--- config.mk ---
export PLATFORM = sky130hd
export DESIGN_NAME = spol_tag_alloc
export DESIGN_NICKNAME = d
export VERILOG_FILES = /design/src/hw/rtl/spol_tag_alloc.sv
export SDC_FILE = /design/constraint.sdc
export NUM_CORES = 1
export LEC_CHECK = 0
export BUFFER_PORTS_ARGS = -buffer_cell sky130_fd_sc_hd__buf_2
export CORE_UTILIZATION = 50
export CTS_CLUSTER_DIAMETER = 80
export DETAILED_ROUTE_END_ITERATION = 8
export PLACE_DENSITY = 0.75
export SYNTH_ARGS = -nofsm -noshare
export SYNTH_HDL_FRONTEND = slang
export SYNTH_SLANG_ARGS = --single-unit
--- constraint.sdc ---
create_clock -name clk_i -period 3.5 [get_ports clk_i]
set_input_delay 0.35 -clock clk_i [delete_from_list [all_inputs] [get_ports clk_i]]
set_output_delay 0.35 -clock clk_i [all_outputs]
set_load 0.1 [all_outputs]
--- src/hw/rtl/spol_tag_alloc.sv ---
// Handle tag allocator: in-use bits and lowest-free-tag search.
module spol_tag_alloc #(
  parameter int unsigned CAPACITY = 64,
  parameter int unsigned TAG_W    = 6
) (
  input  logic                clk_i,
  input  logic                rst_ni,
  input  logic                set_i,
  input  logic [TAG_W-1:0]    set_tag_i,
  input  logic                clr_i,
  input  logic [TAG_W-1:0]    clr_tag_i,
  input  logic                clear_all_i,
  output logic [TAG_W-1:0]    free_tag_o,
  output logic [CAPACITY-1:0] in_use_o
);
  logic [CAPACITY-1:0] in_use_q, in_use_d;

  always_comb begin
    in_use_d = in_use_q;
    for (int i = 0; i < CAPACITY; i++) begin
      if (set_i && (set_tag_i == TAG_W'(i))) in_use_d[i] = 1'b1;
      if (clr_i && (clr_tag_i == TAG_W'(i))) in_use_d[i] = 1'b0;
    end
    if (clear_all_i) in_use_d = '0;
  end

  always_ff @(posedge clk_i or negedge rst_ni) begin
    if (!rst_ni) begin
      in_use_q <= '0;
    end else begin
      in_use_q <= in_use_d;
    end
  end

  always_comb begin
    free_tag_o = '0;
    for (int i = CAPACITY - 1; i >= 0; i--) begin
      if (!in_use_q[i]) free_tag_o = TAG_W'(i);
    end
  end

  assign in_use_o = in_use_q;

endmodule

# After elaboration in Yosys (flattened, before gate mapping)
# Index checks and enable logic that the tools add are counted.
[totals]
regBits = 64
output_inout_bits = 70
word_cells = 577
inputBits = 17
[op_classes]
eq_ne = 126
mux = 193
n_reduce_logical = 194
[ops]
columns = ["operator", "count"]
rows = [
  ["$eq 6x6->1 const B", 64],
  ["$mux 6", 64],
  ["$eq 6x5->1 const B", 32],
  ["$reduce_bool 3->1", 64],
  ["$logic_and 1x1->1", 128],
  ["$mux 1", 128],
  ["$eq 6x4->1 const B", 16],
  ["$mux 64", 1],
  ["$eq 6x3->1 const B", 8],
  ["$eq 6x2->1 const B", 4],
  ["$eq 6x1->1 const B", 2],
  ["$logic_not 6->1", 2],
]

# Logic depth before layout (Yosys ltp)
[logic_depth]
word_depth = 64
ltp_mapped = 5
depth_no_buf = 5

# Worst setup path before layout
# Ideal clock, no wire load.
[synth_timing]
path_kind = "reg2out"
from = "reg in_use_q[43], in the netlist in_use_o[43]"
to = "out free_tag_o[4]"
path_stages_with_launch = 5
path_slack_ns = -0.135
arrival_ns = 3.285
path_cell_list = "dfrtp_1 nand4_1 nor4_1 nand2_1 a31oi_1"
[synth_between]
elab_chain_cells = 44
[synth_lines]
columns = ["item", "line", "rtl"]
rows = [
  ["start: declaration", "16", "logic [CAPACITY-1:0] in_use_q, in_use_d;"],
  ["start signal: assignment", "31", "in_use_q <= in_use_d;"],
  ["$mux 6 (44 in series)", "38", "if (!in_use_q[i]) free_tag_o = TAG_W'(i);"],
  ["end: declaration", "13", "output logic [TAG_W-1:0] free_tag_o,"],
]
# Every way passes these cells.

# Worst setup path in the final report
[layout_timing]
from = "reg in_use_q[35], in the netlist in_use_o[35]"
to = "out free_tag_o[0]"
[layout_between]
elab_chain_cells = 36
[layout_lines]
columns = ["item", "line"]
rows = [
  ["$mux 6 (36 in series)", "38"],
]
# Every way passes these cells.

==> reports/results.txt <==
cell family with most CP delay: compound AO/OA/AOI/OAI gates
Die H: 86.35 um
final setup fails: 0
drt pass-1 iters: 5
mux cell area share after synthesis: 0%
clock buffer depth: 2
CTS tree: yes
Worst-Skew Late Latency: 340 ps
Antenna Nets Post-Route: 0
register area share after synthesis: 45.02%
CP Class: reg2out
fraction of the mapped netlist area in adder cells: 0%
CTS root buffer: clkbuf_8
H-tree lvl count: 3
Crit-path slowest cell: a2111oi_1
most frequent cells in the layout: buf_2 (86), a21oi_1 (73), a211oi_1 (66)
xor/xnor share of the synthesized area: 0%
Crit path buffers/inverters: 2
area delta synth->final: 18.18%
worst min path class: in2async
Final Util: 61.54%
Global Route Usage Sum: 36.76%
Routed WL per cell: 22.61 um
CP Cell Sequence: inv_1 > o21ai_0 > a2111oi_1 > o311a_1 > o31a_1 > buf_2
Vias/cell: 6.753
Worst Skew: 0 ps
max-cap violation count: 0
crit path capture type: output pin
initial core utilization: 52.07%
drt total wl: 13.29 mm
Hold Buf Count CTS: 0
Worst path max stage delay: 550 ps
Pleak: 1.726 nW
synthesized area: 0.003557 mm^2
Num Clock Sinks: 64
PostCTS Resize Cnt: 0
commonest non-fill, non-tap cell in the layout: buf_2
YS warnings: 0
Worst Setup SP: in_use_o[35]$_DFFE_PN0P_
Critical R2R Launch: in_use_o[10]$_DFFE_PN0P_
net count reported at finish: 504
I/O pin count: 87
syn avg cell area: 8.719 um^2
count of input and output buffers: 86
VDD IR max: 0.0001765 V
fmax: 0.3665 GHz
initial antenna violation count: 0
Clock Pin Slew Worst Setup and Hold Paths: 80 ps
critical path arrival: 2380 ps
Detailed Place HPWL: 9.447 mm
Compound-Gate Fraction of Synth Area: 31.83%
Synth Area in Simple Gates: 19.59%
Top FF cell, synth: dfrtp_1
hold slack: 23.98 ps
asr flop ratio synth: 100.0%
largest family of logic cells by synthesized area: compound AO/OA/AOI/OAI gates
first-pass GRT wire length: 20.03 mm
Power Dens Cells: 349.8 mW/mm^2
Mapped Nets: 425
Yosys reg bits: 64
final period demand of the worst path: 2728 ps
slew margin rel.: 17.04%
vias in the first global route: 3476
Core ar.: 0.006832 mm^2
Vias: 3971
n_diodes: 0
Fin. Hold Viols: 0
worst slew pin tran: 1240 ps
post-CTS setup buffers: 0
count of unique library cells instantiated by Yosys: 38
CP required: 3150 ps
GP Congestion: 0.9695
DRC viols: 0
Startpoint Class: flip-flop
number of max-slew violations in the final report: 0
worst-path fanout max: 6
fill cell count: 645
Setup TNS Final: 0 ps
Gate Count Post-Synth: 408
multi-input logic area: 0.001836 mm^2
Die X: 86.35 um
max reg flops: 64
Post-synth EDFFs: 0
RSZ-0062 raised after global routing: no
1st-iter DRT viols: 460
grt ovf: 0
share of post-route cells with drive strength above 1: 21.75%
FP Rows: 30
sequential cell area: 0.001602 mm^2
outcome: complete, no violations
Final period util: 77.96%
CTS buffer count: 9
die area: 0.007455 mm^2
largest net degree at the start of global routing: 65
[per-layer routing]
layer  share of wire (%)  wire (um)  vias up  track usage (%)
met5                   0          0        -                0
met4                 3.1        416        0            14.39
met3                  11       1516       36            7.238
met2                  44       5869      316            53.39
met1                  41       5490     1875            53.97
li1                    -          -     1744                -
[power by group]
part | switching, mW | total (mW) | leakage, nW | internal (mW)
Combinational | 0.131 | 0.157 | 0.748 | 0.0258
Clock | 0.308 | 0.561 | 0.0858 | 0.253
Sequential | 0.00874 | 0.753 | 0.893 | 0.744
Total | 0.448 | 1.47 | 1.73 | 1.02
[synthesized netlist by cell type (all sizes together), types with 4 or more instances]
master	count	area [um^2]
inv	12	45.04
dfrtp	64	1602
a31oi	9	56.30
clkbuf	14	55.05
nand4	22	143.9
o21ai	10	50.04
a21oi	73	365.4
nand2	29	108.9
buf	5	26.27
nand3	11	55.05
a211oi	66	495.5
nor2	31	116.4
nor4	4	25.02
nand2b	13	81.33
nor3	16	80.08
[worst register-to-register path, cell delays in order, from the launching register on]
cell and delay [ps]:
dfrtp_1 520, a21oi_1 80, a211oi_1 250
[through the flow]
step                      setup WS, ps  std cells  power, mW  area, um^2
after global routing             699.9        588      1.507        4204
final                            771.5        588      1.471        4204
after detailed placement          1301        572     0.9211        4040
after global placement            1329        572     0.9194        4040
after floorplan                 -135.2        408     0.8596        3563
after CTS                        806.2        588      1.464        4204
[area by class of cell]
| class | count | share of cell area (%) |
|---|---|---|
| repair buffers | 87 | 10.42 |
| inverters | 12 | 1.071 |
| well taps | 96 | 2.857 |
| clock buffers | 10 | 3.036 |
| flip-flops and latches | 64 | 38.10 |
| clock inverters | 6 | 0.8631 |
| multi-input cells | 313 | 43.66 |
[final timing paths]
check / endpoint / cells past startpoint / slack, ps
max: free_tag_o[0] / 6 / 770
min: in_use_o[7]$_DFFE_PN0P_ / 1 / 20
max reg2reg: in_use_o[10]$_DFFE_PN0P_ / 2 / 2550
min reg2reg: in_use_o[58]$_DFFE_PN0P_ / 2 / 640
max in group asynchronous: in_use_o[29]$_DFFE_PN0P_ / 2 / 2540
min in group clk_i: in_use_o[60]$_DFFE_PN0P_ / 4 / 520
[kinds of logic after synthesis]
kind of cell,count (synthesis)
AO/OA/AOI/OAI,176
AND/OR/NAND/NOR,137
flip-flops,64
buffers and inverters,31
Power figures use the tool's default switching activity.
