File: src/hw/rtl/spol_pkg.sv
// Shared constants, codes and types of the stable priority list.
package spol_pkg;

  localparam int unsigned KEY_W          = 32;
  localparam int unsigned MODE_W         = 3;
  localparam int unsigned STATUS_W       = 2;
  localparam int unsigned CAPACITY_DEF   = 64;
  localparam int unsigned ACTOR_BITS_DEF = 16;

  typedef enum logic [MODE_W-1:0] {
    OP_INSERT = 3'd0,
    OP_ERASE  = 3'd1,
    OP_FIRST  = 3'd2,
    OP_NEXT   = 3'd3,
    OP_VALUE  = 3'd4,
    OP_CLEAR  = 3'd5
  } op_e;

  typedef enum logic [STATUS_W-1:0] {
    ST_OK      = 2'd0,
    ST_FULL    = 2'd1,
    ST_UNKNOWN = 2'd2
  } status_e;

  typedef struct packed {
    logic insert;
    logic erase;
    logic ahead;
  } cell_ctrl_t;

endpackage

File: src/hw/rtl/spol_cell.sv
// One sorted-list cell: holds an entry, compares it, shifts with its neighbors.
module spol_cell #(
  parameter int unsigned ACTOR_W = 16,
  parameter int unsigned TAG_W   = 6,
  parameter int unsigned IDX     = 0
) (
  input  logic                           clk_i,
  input  spol_pkg::cell_ctrl_t           ctrl_i,
  input  logic                           valid_i,
  input  logic signed [spol_pkg::KEY_W-1:0] new_key_i,
  input  logic [ACTOR_W-1:0]             new_actor_i,
  input  logic [TAG_W-1:0]               new_tag_i,
  input  logic [TAG_W-1:0]               hin_tag_i,
  input  logic [TAG_W-1:0]               erase_pos_i,
  input  logic                           left_ins_i,
  input  logic signed [spol_pkg::KEY_W-1:0] left_key_i,
  input  logic [ACTOR_W-1:0]             left_actor_i,
  input  logic [TAG_W-1:0]               left_tag_i,
  input  logic signed [spol_pkg::KEY_W-1:0] right_key_i,
  input  logic [ACTOR_W-1:0]             right_actor_i,
  input  logic [TAG_W-1:0]               right_tag_i,
  output logic signed [spol_pkg::KEY_W-1:0] key_o,
  output logic [ACTOR_W-1:0]             actor_o,
  output logic [TAG_W-1:0]               tag_o,
  output logic                           ins_o,
  output logic                           match_o
);
  import spol_pkg::*;

  localparam logic [TAG_W-1:0] MY_POS = TAG_W'(IDX);

  logic signed [KEY_W-1:0] key_q, key_d;
  logic [ACTOR_W-1:0]      actor_q, actor_d;
  logic [TAG_W-1:0]        tag_q, tag_d;

  // new entry lands at or left of this cell
  assign ins_o   = !valid_i || (ctrl_i.ahead ? (key_q >= new_key_i) : (key_q > new_key_i));
  assign match_o = valid_i && (tag_q == hin_tag_i);

  always_comb begin
    key_d   = key_q;
    actor_d = actor_q;
    tag_d   = tag_q;
    if (ctrl_i.insert && ins_o) begin
      if (left_ins_i) begin
        key_d   = left_key_i;
        actor_d = left_actor_i;
        tag_d   = left_tag_i;
      end else begin
        key_d   = new_key_i;
        actor_d = new_actor_i;
        tag_d   = new_tag_i;
      end
    end else if (ctrl_i.erase && (MY_POS >= erase_pos_i)) begin
      key_d   = right_key_i;
      actor_d = right_actor_i;
      tag_d   = right_tag_i;
    end
  end

  always_ff @(posedge clk_i) begin
    key_q   <= key_d;
    actor_q <= actor_d;
    tag_q   <= tag_d;
  end

  assign key_o   = key_q;
  assign actor_o = actor_q;
  assign tag_o   = tag_q;

endmodule

File: config.mk
export PLATFORM = sky130hd
export DESIGN_NAME = spol_cell
export DESIGN_NICKNAME = d
export VERILOG_FILES = /design/src/hw/rtl/spol_pkg.sv /design/src/hw/rtl/spol_cell.sv
export SDC_FILE = /design/constraint.sdc
export NUM_CORES = 1
export LEC_CHECK = 0
export BUFFER_PORTS_ARGS = -buffer_cell sky130_fd_sc_hd__buf_2
export CORE_ASPECT_RATIO = 0.9
export CORE_MARGIN = 4
export CORE_UTILIZATION = 47
export CTS_BUF_LIST = sky130_fd_sc_hd__clkbuf_16
export DETAILED_ROUTE_END_ITERATION = 10
export PLACE_DENSITY = 0.84
export RECOVER_POWER = 100
export SLEW_MARGIN = 20
export SYNTH_ARGS = -nofsm -noshare
export SYNTH_HDL_FRONTEND = slang
export SYNTH_SLANG_ARGS = --single-unit
File: constraint.sdc
create_clock -name clk_i -period 14.4 [get_ports clk_i]
set_input_delay 2.16 -clock clk_i [delete_from_list [all_inputs] [get_ports clk_i]]
set_output_delay 2.16 -clock clk_i [all_outputs]
set_load 0.01 [all_outputs]
== After elaboration in Yosys (flattened, before gate mapping) ==
Cells that the tools add are included.

* Register bits: 54
* Input bits: 180
* Logic and storage cells: 23

* Order comparisons: 3
* Eq/ne operators: 1
* Muxes and demuxes: 10
* Reductions and logical operators: 6

{| class="wikitable"
|+ Operators by type and width
! cell !! count
|-
| $mux 32 || 3
|-
| $mux 16 || 3
|-
| $ge 32x32->1 || 1
|-
| $gt 32x32->1 || 1
|-
| $mux 6 || 3
|-
| $eq 6x6->1 || 1
|-
| $ge 1x6->1 const A || 1
|-
| $logic_and 1x1->1 || 3
|-
| $reduce_bool 2->1 || 1
|-
| $logic_not 1->1 || 1
|-
| $logic_or 1x1->1 || 1
|-
| $mux 1 || 1
|}

== Longest topological paths before layout ==
Gate-level depths: netlist of the first run.

* Depth in word-level cells: 5
* Gate-level depth with buffers: 9
* Gate-level depth less buffers: 8

== Worst setup path after synthesis of the first run ==
Ideal clock, no wire load.

* Path kind: input port to flip-flop
* Start point: input port erase_pos_i[3]
* End point: register actor_q[0] (netlist: actor_o[0]) (enable)
* Setup time: 0.615 ns
* Arrival: 8.326 ns
* Required time: 13.785 ns
* Path slack: 5.458 ns
* Stages: 2
* Cell sequence: or4b_2 -> o41ai_1

* Word-level cells in the longest chain between the ends: 3

{| class="wikitable"
|+ Ends and longest elaborated chain
! element !! line !! RTL
|-
| start, declared || spol_cell.sv:14 || <nowiki>input logic [TAG_W-1:0] erase_pos_i,</nowiki>
|-
| $ge 1x6->1 || spol_cell.sv:54 || <nowiki>end else if (ctrl_i.erase && (MY_POS >= erase_pos_i)) begin</nowiki>
|-
| $logic_and 1x1->1 || spol_cell.sv:54 ||
|-
| $reduce_bool 2->1 (no line) || -- ||
|-
| end signal, assigned || spol_cell.sv:63 || <nowiki>actor_q <= actor_d;</nowiki>
|-
| end, declared || spol_cell.sv:33 || <nowiki>logic [ACTOR_W-1:0] actor_q, actor_d;</nowiki>
|}

No other way between the ends.
A chain may end at the register's enable or synchronous reset.

== Worst setup path after layout of the first run ==
* Start point: input port new_key_i[15] in the netlist's numbering
* End point: register key_q[8] (netlist: key_o[8]) (enable)

* Word-level cells in the longest chain between the ends: 5
* Elaborated cells on any way between the ends: 6
* Classes of those cells: order compare: 2; mux: 1; reduce/logical: 3

{| class="wikitable"
|+ Ends and longest elaborated chain
! element !! line !! RTL
|-
| start, declared || spol_cell.sv:10 || <nowiki>input logic signed [spol_pkg::KEY_W-1:0] new_key_i,</nowiki>
|-
| $gt 32x32->1 / $ge 32x32->1 (equally long branches) || spol_cell.sv:37 || <nowiki>assign ins_o = !valid_i || (ctrl_i.ahead ? (key_q >= new_key_i) : (key_q > new_key_i));</nowiki>
|-
| $mux 1 * || spol_cell.sv:37 ||
|-
| $logic_or 1x1->1 * || spol_cell.sv:37 ||
|-
| $logic_and 1x1->1 * || spol_cell.sv:44 || <nowiki>if (ctrl_i.insert && ins_o) begin</nowiki>
|-
| $reduce_bool 2->1 (no line) * || -- ||
|-
| end signal, assigned || spol_cell.sv:62 || <nowiki>key_q <= key_d;</nowiki>
|-
| end, declared || spol_cell.sv:32 || <nowiki>logic signed [KEY_W-1:0] key_q, key_d;</nowiki>
|}

Mark *: on every way between the ends. The rest lies on a longest branch, timed or not.

==> key figures, run 1 <==
Clocking
  • Total CTS buffers: 5
  • Max Root-Sink Buffers: 2
  • TritonCTS clock tree: yes
  • Number of clock sinks: 54
  • CTS clock-pin slew for the worst setup and hold paths: 0.08 ns
  • Setup bufs post-CTS: 0
  • Post_cts resized: 0
  • CTS Root Cell: clkbuf_16
  • Hold buffer count at cts: 0
  • CTS H-tree lvls: 2
  • Worst-Skew Late Latency: 0.29 ns

Critical path
  • Setup crit end: key_o[8]$_DFFE_PP_
  • Critical path type: in -> reg
  • Startpoint types: primary input
  • Max incr delay on CP: 2.21 ns
  • RR Startpoint: key_o[15]$_DFFE_PP_
  • Crit path max-delay family: buffers and inverters
  • Worst path bufs/invs: 4
  • CP Cell Sequence: buf_2 > inv_1 > ha_1 > nand4_1 > or4_1 > nor2b_2 > a211oi_1 > o31ai_4 > clkbuf_1 > o41ai_1 > clkbuf_1
  • Crit. path cell count: 11
  • Crit. Startpoint: new_key_i[15]
  • CP arrival: 7.77 ns
  • Required time worst endpoint: 13.99 ns
  • CP max FO: 55
  • Crit path top cell by count: clkbuf_1
  • R2R depth: 9
  • R2r endpoint: key_o[8]$_DFFE_PP_
  • FF-to-FF setup slack: 7.80 ns
  • Setup crit end kind: flip-flop
  • Max stage delay cell, worst path: clkbuf_1

Global route
  • Met1 Use GR: 24.4%
  • Busiest grt layer: met2
  • Vias in the first global route: 3662
  • GRT Overall Usage: 23.0%
  • Met3 usage: 7.08%
  • Initial antenna violation count: 0
  • Maximum number of pins on one net before global-route repair: 86
  • First-pass GRT wire length: 17200 µm
  • GRT met2 Usage: 42.1%
  • GRT Residual Overflow: 0

Power
  • Logic gate share of total power: 27.4%
  • Flop pwr share: 43.2%
  • Cell Pwr Density: 93.2 nW/µm²
  • Peak VDD IR: 0.0000635 V
  • Sw Ratio: 27.7%
  • Cell Int Power: 0.344 mW
  • Leakage: 2.33 nW
  • Switching pwr: 0.132 mW
  • Power share of the clock group: 29.4%

Layout
  • Area Overhead vs Synth: 34.7%
  • Most frequent cells in the layout: buf_2 (179), mux2_2 (71), clkbuf_1 (58)
  • Filler cells: 634
  • Ant diodes: 0
  • # nets final: 779
  • Layout cells sized above 1: 46.1%
  • Commonest non-fill, non-tap cell in the layout: buf_2

Floorplanning
  • Die area: 9570 µm²
  • Chip Width: 103 µm
  • Boundary Pins: 236
  • Effective utilization at floorplan: 49.3%
  • Core Rows: 30
  • Core box area: 7690 µm²
  • Die height: 93.2 µm

Timing
  • Hold_ws: 2.16 ns
  • Final hold violation count: 0
  • Fmax: 122 MHz
  • RSZ-0062 raised after global routing: no
  • Final min period: 8.18 ns
  • Slew headroom: -108%
  • Fin Setup TNS: 0 ns
  • Clock skew: 0.00649 ns
  • Tcrit/Tclk final: 56.8%
  • # setup viols final: 0
  • Pins Over Slew Limit: 111
  • Worst slew pin tran: 3.12 ns

Placement
  • Final Wtd Congestion: 0.857
  • PortBufs: 235
  • DPL Wire Length: 9240 µm

Route
  • Residual DRC count: 0
  • Antenna viol nets, final: 0
  • WL final: 11500 µm
  • WL/cell: 17.4 µm
  • DR iter-0 viols: 140
  • Via count: 3519
  • Router iterations before antenna repair: 6
  • Vias per inst: 5.30

Synth
  • Share of the synthesized area in the top cell type: 42.7%
  • Synthesized Nets: 548
  • Cell count after synthesis: 336
  • Synth Register Bits: 54
  • Synthesized area per cell: 11.3 µm²
  • Warnings from Yosys: 0
  • EDFF count, synth: 54
  • Number of library cell types mapped by synthesis: 35
  • Main synth FF type: edfxtp_1
  • Area contributors post-synth: edfxtp_1 (43%), mux2_2 (21%), ha_1 (11%)
  • Asr flop ratio synth: 0%
  • Sequential share of the synthesized area: 42.7%
  • Synthesized area: 3790 µm²
  • Cell taking the most area after synthesis: edfxtp_1

Worst hold path
  • Hold path depth: 2
  • Hold Crit Class: in -> reg

Run
  • Max-cap violations: 2

Status
  • Outcome: finished, violations left
  • Failing checks: max-capacitance violations, max-slew violations
-- through the flow --
step / cell area [µm²] / power [mW] / util (%) / cells / setup slack [ns]
global route: 5110 / 0.502 / 66.4 / 664 / 5.77
global placement: 5030 / 0.335 / 65.4 / 656 / 8.12
finish: 5110 / 0.476 / 66.4 / 664 / 6.22
detailed placement: 5030 / 0.341 / 65.4 / 656 / 8.06
floorplan: 3790 / 0.287 / - / 336 / 5.46
CTS: 5200 / 0.482 / 67.6 / 664 / 8.06
-- sequential cells by signal (all words and copies together) (netlist names) --
register,flops
key_o,32
actor_o,16
tag_o,6
-- area by class of cell --
type / count / area (µm²) / share of cell area, %
repair buffers: 238 / 1120 / 21.9
flip-flops and latches: 54 / 1620 / 31.7
inverters: 33 / 124 / 2.42
multi-input cells: 235 / 1950 / 38.2
clock inverters: 3 / 47.5 / 0.930
well taps: 96 / 120 / 2.35
clock buffers: 5 / 125 / 2.45
-- worst min-delay path by stage --
| stage | start | endpoint | slack (ns) |
|---|---|---|---|
| after floorplan | key_o[15]$_DFFE_PP_ | actor_o[15]$_DFFE_PP_ | 1.34 |
| after global placement | key_o[15]$_DFFE_PP_ | key_o[30]$_DFFE_PP_ | 1.69 |
| after detailed placement | key_o[15]$_DFFE_PP_ | key_o[30]$_DFFE_PP_ | 1.72 |
| after CTS | key_o[15]$_DFFE_PP_ | key_o[26]$_DFFE_PP_ | 1.74 |
| after global routing | right_actor_i[6] | actor_o[6]$_DFFE_PP_ | 2.15 |
| final | right_actor_i[5] | actor_o[5]$_DFFE_PP_ | 2.16 |
-- power groups by stage --
| stage | Sequential, mW | Combinational [mW] | Clock (mW) |
|---|---|---|---|
| finish | 0.206 | 0.130 | 0.140 |
| global placement | 0.207 | 0.128 | 0 |
| detailed placement | 0.208 | 0.134 | 0 |
| CTS | 0.204 | 0.135 | 0.143 |
| global route | 0.208 | 0.145 | 0.149 |
| floorplan | 0.217 | 0.0699 | 0 |
-- routing by layer --
layer,vias up,wire length (µm)
met2,171,5940
met1,1627,4130
met4,0,369
met3,32,1100
li1,1689,-
met5,-,0
-- Yosys cell counts, types with 5 or more instances --
library cell	n
mux2_2	71
edfxtp_1	54
nand2_1	38
a21oi_1	12
buf_6	5
ha_1	32
o21ai_0	36
clkbuf_1	6
mux2_1	6
inv_1	33
nand4_1	8
-- logic make-up (layout without fill, tap and decap cells) --
family | Yosys count | in the layout | synth area share, %
muxes | 77 | 77 | 22.9
buffers and inverters | 47 | 279 | 5.64
and+or+nand+nor | 59 | 59 | 7.36
adders and majority gates | 32 | 32 | 10.6
AOI/OAI and AO/OA | 61 | 61 | 9.47
xor gates and xnor gates | 6 | 6 | 1.39
DFF | 54 | 54 | 42.7
Power figures use the tool's default switching activity.
==> inputs of run 2 (changes only) <==
--- a/config.mk
+++ b/config.mk
@@ -8,10 +8,10 @@
 export BUFFER_PORTS_ARGS = -buffer_cell sky130_fd_sc_hd__buf_2
 export CORE_ASPECT_RATIO = 0.9
 export CORE_MARGIN = 4
-export CORE_UTILIZATION = 47
+export CORE_UTILIZATION = 44
 export CTS_BUF_LIST = sky130_fd_sc_hd__clkbuf_16
 export DETAILED_ROUTE_END_ITERATION = 10
-export PLACE_DENSITY = 0.84
+export PLACE_DENSITY = 0.79
 export RECOVER_POWER = 100
 export SLEW_MARGIN = 20
 export SYNTH_ARGS = -nofsm -noshare
==> constraint.sdc (replaced) <==
create_clock -name clk_i -period 7.64 [get_ports clk_i]
set_input_delay 1.146 -clock clk_i [delete_from_list [all_inputs] [get_ports clk_i]]
set_output_delay 1.146 -clock clk_i [all_outputs]
set_load 0.01 [all_outputs]
==> run 2 against run 1 <==
Compared with the run above:
- the run still ends with max-capacitance violations, max-slew violations left
- hold slack worse by 1.0 ns
- non-clock buffer count is 1 higher
- total power is 78% higher
- register-to-register slack worse by 4.3 ns
- via count is 2.6% lower
- cell area hardly changed
- first-iteration DRC count is 9.3% higher
- clock skew is 0.0042 ns higher
- critical path type unchanged
- largest cell class unchanged
==> key figures, run 2 (same netlist as run 1, synthesis figures left out) <==
Status
  • Outcome: finished, violations left
  • Failing checks: max-capacitance violations, max-slew violations

Layout
  • Register area: 1620 µm²
  • Largest register FFs: 32
  • Most frequent cells in the layout: buf_2 (179), mux2_2 (70), clkbuf_1 (58)
  • Area Overhead vs Synth: 34.8%
  • Layout cells sized above 1: 46.0%
  • Filler cells: 747
  • Ant diodes: 0
  • # nets final: 780
  • Commonest non-fill, non-tap cell in the layout: buf_2
  • Multi-input gate area in the final layout: 1960 µm²

Power
  • Cell Pwr Density: 166 nW/µm²
  • Leakage: 2.32 nW
  • Overall power: 0.850 mW
  • Peak VDD IR: 0.0000939 V

Route
  • WL final: 11200 µm
  • Vias per inst: 5.02
  • Residual DRC count: 0
  • Antenna viol nets, final: 0
  • WL/cell: 16.4 µm
  • Router iterations before antenna repair: 5
  • Via count: 3429
  • DR iter-0 viols: 153

Clocking
  • Worst-Skew Late Latency: 0.29 ns
  • Max Root-Sink Buffers: 2
  • TritonCTS clock tree: yes
  • Setup bufs post-CTS: 0
  • CTS clock-pin slew for the worst setup and hold paths: 0.07 ns
  • CTS H-tree lvls: 2
  • Total CTS buffers: 5
  • Hold buffer count at cts: 0
  • Number of clock sinks: 54
  • CTS Root Cell: clkbuf_16
  • Post_cts resized: 0

Timing
  • Tcrit/Tclk final: 60.9%
  • Hold_ws: 1.15 ns
  • Final hold violation count: 0
  • Pins Over Slew Limit: 32
  • RSZ-0062 raised after global routing: no
  • # setup viols final: 0
  • Clock skew: 0.0107 ns
  • PnR worst setup slack: 2.99 ns
  • Slew headroom: -14.3%
  • Final min period: 4.65 ns
  • Fmax: 215 MHz
  • Worst slew pin tran: 1.71 ns
  • Fin Setup TNS: 0 ns

Critical path
  • Required time worst endpoint: 7.59 ns
  • CP max FO: 54
  • FF-to-FF setup slack: 3.55 ns
  • Startpoint types: primary input
  • Crit. path cell count: 11
  • CP arrival: 4.60 ns
  • Max stage delay cell, worst path: clkbuf_1
  • R2R depth: 9
  • CP Cell Sequence: buf_2 > inv_1 > ha_1 > nand4_1 > nor4_1 > nor2b_1 > a211oi_1 > o31ai_4 > clkbuf_1 > o41ai_1 > buf_4
  • Max incr delay on CP: 1.04 ns
  • Worst path bufs/invs: 4
  • Setup crit end kind: flip-flop
  • Crit path max-delay family: buffers and inverters
  • Critical path type: in -> reg

Global route
  • First-pass GRT wire length: 17100 µm
  • Maximum number of pins on one net before global-route repair: 86
  • Vias in the first global route: 3620
  • GRT Overall Usage: 21.2%
  • GRT Residual Overflow: 0
  • Initial antenna violation count: 0

Run
  • Max-cap violations: 1

Floorplanning
  • Die area: 10200 µm²
  • Core box area: 8220 µm²
  • Boundary Pins: 236
  • Die height: 96.1 µm
  • Effective utilization at floorplan: 46.1%
  • Chip Width: 106 µm
  • Core Rows: 31

Placement
  • Place WS: 3.34 ns
  • DPL Wire Length: 9080 µm
  • Final Wtd Congestion: 0.809
  • PortBufs: 235

Worst hold path
  • Hold path depth: 2
  • Hold Crit Class: in -> reg
run 2: cell types whose count changed in the layout (fill, tap and decap cells not counted):
cell        change
clkinvlp_4      +2
inv_6           -1
clkinv_4        -1
buf_4           +1
nor2b_2         -1
nor2b_1         +1
nand4_2         +1
mux2_1          +1
mux2_2          -1
nand4_1         -1
bufinv_16       -1
run 2: report_power, final:
group          internal [mW]  switching [mW]
Sequential             0.370          0.0163
Combinational          0.118           0.123
Clock                  0.120           0.102
Total                  0.608           0.242
run 2: cell type report:
type | instances | area share, %
inverter | 33 | 2.42
tap | 115 | 2.81
clock buffer | 5 | 2.45
sequential | 54 | 31.7
clock inverter | 2 | 0.294
multi-input combinational | 235 | 38.2
timing repair buffer | 239 | 22.1
run 2: final timing paths:
kind	startpoint	endpoint
worst min register to register	key_o[15]$_DFFE_PP_	key_o[13]$_DFFE_PP_
worst min-delay path	right_key_i[30]	key_o[30]$_DFFE_PP_
worst max-delay path	new_key_i[31]	key_o[21]$_DFFE_PP_
worst max register to register	key_o[14]$_DFFE_PP_	key_o[21]$_DFFE_PP_
run 2: per-stage QoR:
stage                     cell area (µm²)  std cells  utilization, %
after CTS                            5210        683            63.4
after global routing                 5110        683            62.2
after floorplan                      3800        336               -
after detailed placement             5070        676            61.7
after global placement               5070        676            61.7
final                                5110        683            62.2
run 2: per-layer routing:
layer  GRT usage (%)  vias up  part of all wire [%]
li1                -     1695                     -
met3            7.11       18                    10
met4            5.72        0                   1.8
met5               0        -                     0
met1            24.2     1561                    36
met2            38.5      155                    52
==> inputs of run 3 (changes only) <==
--- a/config.mk
+++ b/config.mk
@@ -8,10 +8,10 @@
 export BUFFER_PORTS_ARGS = -buffer_cell sky130_fd_sc_hd__buf_2
 export CORE_ASPECT_RATIO = 0.9
 export CORE_MARGIN = 4
-export CORE_UTILIZATION = 44
+export CORE_UTILIZATION = 40
 export CTS_BUF_LIST = sky130_fd_sc_hd__clkbuf_16
 export DETAILED_ROUTE_END_ITERATION = 10
-export PLACE_DENSITY = 0.79
+export PLACE_DENSITY = 0.76
 export RECOVER_POWER = 100
 export SLEW_MARGIN = 20
 export SYNTH_ARGS = -nofsm -noshare
==> constraint.sdc (replaced) <==
create_clock -name clk_i -period 3.8 [get_ports clk_i]
set_input_delay 0.57 -clock clk_i [delete_from_list [all_inputs] [get_ports clk_i]]
set_output_delay 0.57 -clock clk_i [all_outputs]
set_load 0.01 [all_outputs]
==> run 3 against run 2 <==
Compared with the run above:
- critical endpoint is now actor_o[9]$_DFFE_PP_
- first-iteration DRC count grew 0.65%
- non-clock buffer count grew 1
- combinational power grew 100%
- setup slack lost 2.5 ns
- largest power group unchanged
- largest cell class unchanged
- the flow now finishes without violations
==> key figures, run 3 (same netlist as run 1, synthesis figures left out) <==
Critical path
  • R2r endpoint: actor_o[9]$_DFFE_PP_
  • Required time worst endpoint: 3.84 ns
  • Critical path type: reg -> reg
  • Crit. Startpoint: key_o[14]$_DFFE_PP_
  • Startpoint types: flip-flop
  • RR Startpoint: key_o[14]$_DFFE_PP_
  • R2R depth: 8
  • FF-to-FF setup slack: 0.47 ns
  • Setup crit end kind: flip-flop
  • CP max FO: 23
  • CP arrival: 3.37 ns

Floorplanning
  • Core Rows: 33
  • Effective utilization at floorplan: 41.4%
  • Boundary Pins: 236
  • Die height: 100 µm
  • Chip Width: 111 µm
  • Die area: 11100 µm²
  • Core box area: 9170 µm²

Timing
  • Clock skew: 0.0102 ns
  • Tcrit/Tclk final: 87.7%
  • PnR worst setup slack: 0.468 ns
  • Pins Over Slew Limit: 0
  • Final min period: 3.33 ns
  • Slew headroom: 36.8%
  • Worst slew pin tran: 0.948 ns
  • Final hold violation count: 0
  • # setup viols final: 0
  • Hold_ws: 0.571 ns
  • Fin Setup TNS: 0 ns
  • Fmax: 300 MHz
  • RSZ-0062 raised after global routing: no

Global route
  • Initial antenna violation count: 0
  • GRT Residual Overflow: 0
  • Vias in the first global route: 3650
  • GRT Overall Usage: 19.3%
  • First-pass GRT wire length: 17600 µm
  • Maximum number of pins on one net before global-route repair: 55

Power
  • Cell Pwr Density: 345 nW/µm²
  • Peak VDD IR: 0.000201 V
  • Leakage: 2.36 nW
  • Overall power: 1.78 mW

Clocking
  • Post_cts resized: 0
  • Max Root-Sink Buffers: 2
  • Hold buffer count at cts: 0
  • Number of clock sinks: 54
  • Total CTS buffers: 5
  • CTS H-tree lvls: 2
  • Worst-Skew Late Latency: 0.29 ns
  • Setup bufs post-CTS: 0
  • CTS Root Cell: clkbuf_16
  • TritonCTS clock tree: yes
  • CTS clock-pin slew for the worst setup and hold paths: 0.07 ns

Layout
  • # nets final: 781
  • Commonest non-fill, non-tap cell in the layout: buf_2
  • Multi-input gate area in the final layout: 1970 µm²
  • Most frequent cells in the layout: buf_2 (179), mux2_2 (70), clkbuf_1 (57)
  • Ant diodes: 0
  • Layout cells sized above 1: 46.1%
  • Filler cells: 847
  • Area Overhead vs Synth: 36.5%
  • Largest register FFs: 32
  • Register area: 1620 µm²

Route
  • Vias per inst: 5.01
  • WL final: 11100 µm
  • Via count: 3465
  • Residual DRC count: 0
  • Antenna viol nets, final: 0
  • WL/cell: 16.1 µm
  • DR iter-0 viols: 154
  • Router iterations before antenna repair: 4

Placement
  • PortBufs: 235
  • Place WS: 0.397 ns
  • DPL Wire Length: 9040 µm
  • Final Wtd Congestion: 0.816

Worst hold path
  • Hold_sp: right_key_i[26]
  • Hold Path End: key_o[26]$_DFFE_PP_
  • Hold path depth: 2
  • Hold Crit Class: in -> reg

Run
  • Max-cap violations: 0

Status
  • Outcome: complete, no violations
-- run 3: layout make-up --
class / instances / area share [%]
tap: 122 / 2.95
multi-input combinational: 235 / 38.0
timing repair buffer: 240 / 22.1
inverter: 33 / 2.39
clock inverter: 3 / 0.797
sequential: 54 / 31.3
clock buffer: 5 / 2.42
-- run 3: per-stage QoR --
stage                     util (%)  cells  instance area, µm²
after CTS                     57.5    692                5270
after detailed placement      55.7    684                5100
after global routing          56.5    692                5180
final                         56.5    692                5180
after global placement        55.7    684                5100
after floorplan                  -    336                3810
-- run 3: worst max-delay path, stage by stage (launching register included) --
cell	delay [ns]
edfxtp_1	0.42
ha_1	0.31
nand4_1	0.18
or4_1	0.59
nor2b_1	0.18
a211oi_1	0.10
o31ai_4	0.34
clkbuf_2	0.54
mux2_2	0.41
-- run 3: how the worst max path moves through the flow --
stage,slack [ns],depth (start not counted),endpoint
finish,0.47,8,actor_o[9]$_DFFE_PP_
detailed placement,0.40,10,actor_o[9]$_DFFE_PP_
CTS,0.64,7,ins_o
global route,0.29,8,actor_o[9]$_DFFE_PP_
global placement,0.45,10,actor_o[15]$_DFFE_PP_
floorplan,0.27,2,actor_o[0]$_DFFE_PP_
-- run 3: per-layer routing --
layer | global-route usage, % | vias up | wire, µm | share of wire [%]
li1 | - | 1704 | - | -
met1 | 22.1 | 1604 | 4370 | 39
met2 | 36.0 | 153 | 5710 | 51
met3 | 6.45 | 4 | 990 | 8.9
met4 | 3.03 | 0 | 57 | 0.51
met5 | 0 | - | 0 | 0
-- run 3: power breakdown --
part	internal [mW]	switching (mW)	total [mW]
logic	0.239	0.251	0.490
clock network	0.309	0.211	0.520
registers	0.744	0.0307	0.774
total	1.29	0.492	1.78
